==> src/hdl/tmh_pkg.sv <==
`timescale 1ns / 1ps
// ----------------------------------------------------------------------------
// tmh_pkg: shared types and codes of the timer min-heap
// Entry, request and result layouts, command and result-kind codes.
// ----------------------------------------------------------------------------
package tmh_pkg;

	localparam int DL_W = 32;
	localparam int HD_W = 16;

	localparam logic CMD_INSERT = 1'b0;
	localparam logic CMD_TICK   = 1'b1;

	localparam logic KIND_EXPIRED = 1'b0;
	localparam logic KIND_DROPPED = 1'b1;

	typedef struct packed {
		logic [DL_W-1:0] deadline;
		logic [HD_W-1:0] handle;
	} tmh_entry_t;

	typedef struct packed {
		logic            cmd;
		logic [DL_W-1:0] deadline;
		logic [HD_W-1:0] handle;
		logic [DL_W-1:0] now;
	} tmh_req_t;

	typedef struct packed {
		logic            kind;
		logic [HD_W-1:0] out_handle;
		logic [DL_W-1:0] out_deadline;
		logic            last;
	} tmh_rsp_t;

endpackage

==> src/hdl/tmh_level_cell.sv <==
`timescale 1ns / 1ps
// ----------------------------------------------------------------------------
// tmh_level_cell: one level of the binary heap
// Holds the entries of one heap level and, while the sift token sits here,
// compares against the neighbor level and hands the token on.
// ----------------------------------------------------------------------------
module tmh_level_cell
	import tmh_pkg::*;
#(
	parameter int LEVEL = 0,
	parameter int NLEV  = 6,
	parameter int LW    = 5,
	parameter int CW    = 6
) (
	input  logic          clk,
	input  logic          arst_n,
	input  logic          sift_dn,
	input  logic [CW-1:0] cnt,
	input  logic          tin_vld,
	input  logic [LW-1:0] tin_idx,
	input  tmh_entry_t    tin_ent,
	input  logic [LW-1:0] ra0,
	input  logic [LW-1:0] ra1,
	output tmh_entry_t    rd0,
	output tmh_entry_t    rd1,
	input  tmh_entry_t    kid0,
	input  tmh_entry_t    kid1,
	input  tmh_entry_t    par,
	output tmh_entry_t    tout_ent,
	output logic          tdn_vld,
	output logic [LW-1:0] tdn_idx,
	output logic          tup_vld,
	output logic [LW-1:0] tup_idx,
	output logic [LW-1:0] rq_kid0,
	output logic [LW-1:0] rq_kid1,
	output logic [LW-1:0] rq_par,
	output logic          fin
);

	localparam int AW       = (LEVEL > 0) ? LEVEL : 1;
	localparam int SZ       = 1 << AW;
	localparam int GW       = CW + 1;
	localparam int KID_BASE = (1 << (LEVEL + 1)) - 1;
	localparam bit HAS_KIDS = (LEVEL < NLEV - 1);
	localparam bit HAS_PAR  = (LEVEL > 0);

	tmh_entry_t    mem [SZ];
	tmh_entry_t    ent_q;
	logic [LW-1:0] idx_q;
	logic          vld_q;
	logic          ph_q;
	logic          nxt_vld;
	logic          nxt_ph;
	logic [LW-1:0] kid_idx;
	logic [GW-1:0] kid_g;
	logic          left_ok;
	logic          right_ok;
	logic          pick_r;
	tmh_entry_t    pick;
	logic          we;
	tmh_entry_t    wd;

	assign kid_idx  = idx_q << 1;
	assign kid_g    = GW'(KID_BASE) + (GW'(idx_q) << 1);
	assign left_ok  = HAS_KIDS && (kid_g < GW'(cnt));
	assign right_ok = HAS_KIDS && ((kid_g + GW'(1)) < GW'(cnt));
	// on a tie the left child wins
	assign pick_r   = right_ok && (kid1.deadline < kid0.deadline);
	assign pick     = pick_r ? kid1 : kid0;

	assign tout_ent = ent_q;
	assign tdn_idx  = kid_idx | LW'(pick_r);
	assign tup_idx  = idx_q >> 1;

	always_comb begin
		we      = 1'b0;
		wd      = ent_q;
		fin     = 1'b0;
		tdn_vld = 1'b0;
		tup_vld = 1'b0;
		rq_kid0 = '0;
		rq_kid1 = '0;
		rq_par  = '0;
		nxt_vld = vld_q;
		nxt_ph  = ph_q;
		if (vld_q) begin
			if (!ph_q) begin
				// fetch the neighbor level, or settle here when there is none
				if (sift_dn) begin
					if (left_ok) begin
						rq_kid0 = kid_idx;
						rq_kid1 = kid_idx | LW'(1);
						nxt_ph  = 1'b1;
					end else begin
						we      = 1'b1;
						fin     = 1'b1;
						nxt_vld = 1'b0;
					end
				end else begin
					if (HAS_PAR) begin
						rq_par = idx_q >> 1;
						nxt_ph = 1'b1;
					end else begin
						we      = 1'b1;
						fin     = 1'b1;
						nxt_vld = 1'b0;
					end
				end
			end else begin
				nxt_vld = 1'b0;
				nxt_ph  = 1'b0;
				we      = 1'b1;
				if (sift_dn) begin
					if (pick.deadline < ent_q.deadline) begin
						wd      = pick;
						tdn_vld = 1'b1;
					end else begin
						fin = 1'b1;
					end
				end else begin
					if (ent_q.deadline < par.deadline) begin
						wd      = par;
						tup_vld = 1'b1;
					end else begin
						fin = 1'b1;
					end
				end
			end
		end
		if (tin_vld) begin
			nxt_vld = 1'b1;
			nxt_ph  = 1'b0;
		end
	end

	always_ff @(posedge clk or negedge arst_n) begin
		if (!arst_n) begin
			vld_q <= 1'b0;
			ph_q  <= 1'b0;
		end else begin
			vld_q <= nxt_vld;
			ph_q  <= nxt_ph;
		end
	end

	always_ff @(posedge clk) begin
		if (tin_vld) begin
			idx_q <= tin_idx;
			ent_q <= tin_ent;
		end
		if (we) begin
			mem[idx_q[AW-1:0]] <= wd;
		end
		rd0 <= mem[ra0[AW-1:0]];
		rd1 <= mem[ra1[AW-1:0]];
	end

endmodule

==> config.mk <==
export PLATFORM = sky130hd
export DESIGN_NAME = tmh_level_cell
export DESIGN_NICKNAME = d
export VERILOG_FILES = /design/src/hdl/tmh_pkg.sv /design/src/hdl/tmh_level_cell.sv
export SDC_FILE = /design/constraint.sdc
export NUM_CORES = 1
export LEC_CHECK = 0
export BUFFER_PORTS_ARGS = -buffer_cell sky130_fd_sc_hd__buf_4
export CAP_MARGIN = 25
export CORE_MARGIN = 2
export CORE_UTILIZATION = 41
export DETAILED_ROUTE_END_ITERATION = 7
export PLACE_DENSITY_LB_ADDON = 0.05
export SKIP_LAST_GASP = 1
export SLEW_MARGIN = 20
export SYNTH_ARGS = -nofsm -noshare
export SYNTH_HDL_FRONTEND = slang
export SYNTH_SLANG_ARGS = --single-unit
==> constraint.sdc <==
create_clock -name clk -period 5 [get_ports clk]
set_input_delay 0.5 -clock clk [delete_from_list [all_inputs] [get_ports clk]]
set_output_delay 0.5 -clock clk [all_outputs]
set_load 0.05 [all_outputs]
==> reports/results.ini <==
[outcome]
outcome = finished, violations left
violations = negative setup slack

[logic_synthesis]
ys_ff_latch = 247
ys_types = 53
synth_area_leaders = edfxtp_1 38%, dfxtp_1 16%, ha_1 11%, mux2_2 9.7%, a221o_1 4.1%
synth_top_cell_by_area = edfxtp_1
ys_async_sr_fraction = 0.008097
yosysWarnings = 0
yosysMostFrequentCell = edfxtp_1
syn_area_um2 = 11900
syn_inst = 967
ys.flop_type = edfxtp_1
syn_avg_cell_area_um2 = 12.31
ys_seq_area_frac = 0.5416
synthTopCellsByCount = 149 x edfxtp_1, 106 x inv_1, 104 x ha_1
netlist.area_leader.share = 0.3759
synth_edf_count = 149

[placement]
numPortBuffers = 373
placed_cells = 1756
pre_cts_slack_ps = -454.7
dp_hpwl_mm = 26.59
place.gp.congestion = 0.8659

[power_and_ir_drop]
p_seq_frac = 0.403
p_leak_uw = 0.007674
p_total_uw = 6108
pwr-share-clk = 0.298
swShare = 0.3140
power.switching_uw = 1918
pwr_density_cell_nw_per_um2 = 358.1
p_int_uw = 4190
ir_drop_mv = 0.2553
comb_power_share = 0.299

[cts]
htreeDepth = 1
cts_tree = done
root_buffer = clkbuf_16
cts_inserted_buffers = 27
path_clk_slew_ps = 70
cts.sinks = 247
clock_path_buffers = 3
worst_skew_pair.late_latency_ps = 560

[min_path]
worstHoldStart = tin_ent[34]
hold_path.class = primary input to register

[setup_path]
worstPathCellList = ha_2 -> nand3_2 -> xnor2_2 -> ha_2 -> a311o_1 -> a221oi_2 -> buf_4 -> nand3_4 -> nor2_4 -> buf_12 -> buf_8 -> mux2_4 -> ha_4 -> o21ai_2 -> a21oi_2 -> a221oi_2 -> buf_4 -> buf_6 -> o2111a_1 -> a31oi_2 -> buf_4 -> a21oi_4 -> a21oi_2 -> buf_6
reg2reg_slack_ps = -310
cpLargestDelayFamily = compound AO/OA/AOI/OAI gates
crit_path_end_kind = output port
timing.critical_path.slowest_stage_cell = edfxtp_1
path_max_fanout = 7
critPathBufInv = 7
critical_path_required_ps = 4500
startpoint = idx_q[0]
crit_arrival_ps = 4950
critPathLaunchType = register
crit_top_cell = buf_4
cp_slowest_stage_delay_ps = 400
crit_type = register to output port
r2r_start = idx_q[0]

[timing]
finalSetupViolCount = 96
finalMaxSlewViolations = 0
period_minus_slack_ps = 5451
fin_crit_sh = 1.090
relSlewSlack = 0.4264
rsz0062_at_grt = true
skew_ps = 20.77
worstMarginPinSlew_ps = 860.5
fin_ws_ps = -450.9
final-hold-violation-count = 0
fmax_mhz = 183.5

[drt]
drt_iter0_markers = 405
drtPass1Iterations = 4
vias = 9342
final_antenna_net_count = 0
vias_per_cell = 5.105
wl_per_cell_um = 19.73
wl_mm = 36.10
drc = 0

[floorplanning]
core_um2 = 28630
fp.dieH_um = 174.4
io_pins = 389
dieArea_um2 = 30410
row_count = 62
initial_core_util = 0.4158
die_w_um = 174.4

[grt]
gr-total-overflow = 0
grt_max_degree = 56
grt_pass1_vias = 9685
antenna_found_initial = 1
grt_pass1_wl_mm = 54.01
track_usage = 0.2318

[layout]
layout.nets = 1745
nFillCells = 2429
fin_util = 0.5959
final-instance-count-excl-fill = 1830
area_delta_synth_final_pct = 43.34
drive_gt1_frac = 0.4595

[job]
drv_cap = 0

-- metal layers --
layer	wire [µm]	share of wire	GRT usage
met5	0	0	0
met2	17780	0.49	0.4074
met3	2271	0.063	0.04549
met4	1060	0.029	0.06898
met1	14990	0.42	0.2877
-- worst reg2reg max path, cell delays in order, from the launching register on --
cell and delay [ps]:
edfxtp_1 400, ha_2 230, nand3_2 80, xnor2_2 150, ha_2 160, a311o_1 320, a221oi_2 240, buf_4 170
nand3_4 70, nor2_4 140, buf_12 140, buf_8 130, mux2_4 330, ha_4 260, o21ai_2 150, a21oi_2 80
a221oi_2 210, buf_4 170, buf_6 90, o2111a_1 230, a31oi_2 120, buf_4 160, a211o_4 370, buf_12 150
buf_12 130, a221o_1 390
-- final cells by class --
cell class | instances | area (µm²) | area share
sequential | 247 | 6446 | 0.3779
timing repair buffer | 474 | 3771 | 0.2211
antenna | 1 | 2.502 | 0.0001467
inverter | 106 | 401.6 | 0.02354
multi-input combinational | 568 | 5152 | 0.3020
clock inverter | 6 | 45.04 | 0.002640
tap | 384 | 480.5 | 0.02816
clock buffer | 44 | 759.5 | 0.04452
-- repair_timing --
action | in CTS | in global routing
setup endpoints to repair | 96 | 98
setup buffers | 19 | 12
pin swaps | 70 | 24
cloned | 3 | 0
gates resized for setup | 56 | 36
hold endpoints to repair | 2 | 0
hold buffers | 1 | 0
-- per-stage QoR --
step	instance area, µm²	hold slack (ps)	TNS (ps)
final	17060	115.4	-21720
after global routing	17060	99.90	-39840
after CTS	16890	96.38	-18790
after detailed placement	15610	301.9	-37540
after global placement	15610	300.5	-26370
after floorplan	11980	204.4	0
-- sequential cells by signal, summed over array words and instances, names as in the netlist --
| signal | count |
|---|---|
| ph_q | 1 |
| rd0 | 48 |
| mem | 96 |
| rd1 | 48 |
| tout_ent | 48 |
| vld_q | 1 |
| idx_q | 5 |
-- cell usage in the layout, fill, tap and decap left out, types with 3 or more instances in the layout --
| cell type | Yosys | final |
|---|---|---|
| o21ai_1 | 0 | 5 |
| buf_8 | 0 | 5 |
| ha_2 | 0 | 5 |
| mux2i_1 | 18 | 18 |
| clkbuf_16 | 0 | 27 |
| conb_1 | 1 | 7 |
| mux2_2 | 103 | 98 |
| o211ai_1 | 4 | 4 |
| nor3_2 | 0 | 3 |
| a221o_1 | 49 | 49 |
| a31oi_1 | 4 | 3 |
| a21oi_2 | 0 | 4 |
| ha_1 | 104 | 92 |
| o21a_1 | 4 | 4 |
| clkbuf_1 | 24 | 15 |
| nand3_1 | 35 | 33 |
| buf_4 | 15 | 449 |
| nor2b_1 | 32 | 32 |
| inv_1 | 106 | 105 |
| buf_6 | 4 | 6 |
| dfxtp_1 | 96 | 96 |
| a21oi_1 | 34 | 28 |
| o21ai_2 | 1 | 10 |
| a211oi_1 | 4 | 3 |
| nor3_1 | 7 | 4 |
| a21o_1 | 10 | 10 |
| nand4_1 | 14 | 14 |
| and3_1 | 7 | 6 |
| mux2_4 | 0 | 5 |
| edfxtp_1 | 149 | 149 |
| nand2b_1 | 5 | 5 |
| nor2_1 | 32 | 28 |
| buf_12 | 0 | 12 |
| nand2_1 | 24 | 23 |
| o21ai_0 | 43 | 29 |
| nor2_4 | 0 | 3 |
| ha_4 | 0 | 7 |
-- logic make-up after synthesis --
kind of cell,share of synthesized area
and+or+nand+nor,0.06991
AOI/OAI and AO/OA,0.1061
other,0.0003151
adders and majority gates,0.1093
DFF,0.5416
muxes,0.1126
xor gates and xnor gates,0.002208
buffers and inverters,0.05793
-- path summary, 6_finish.rpt --
kind,to,depth (start not counted)
worst max register to register,mem[1][6],25
worst min-delay path,tout_ent[34],1
min in group asynchronous,vld_q,2
worst min register to register,rd1[12],1
max in group asynchronous,ph_q,2
worst max-delay path,fin,24
-- power by group through the flow --
stage | Sequential, µW | Clock [µW] | Combinational [µW]
floorplan | 2880 | 0 | 610
global placement | 2500 | 0 | 1640
detailed placement | 2500 | 0 | 1650
CTS | 2460 | 1870 | 1770
global route | 2480 | 1960 | 1950
finish | 2460 | 1820 | 1830
Note: power is estimated with default switching activity, not from simulation.
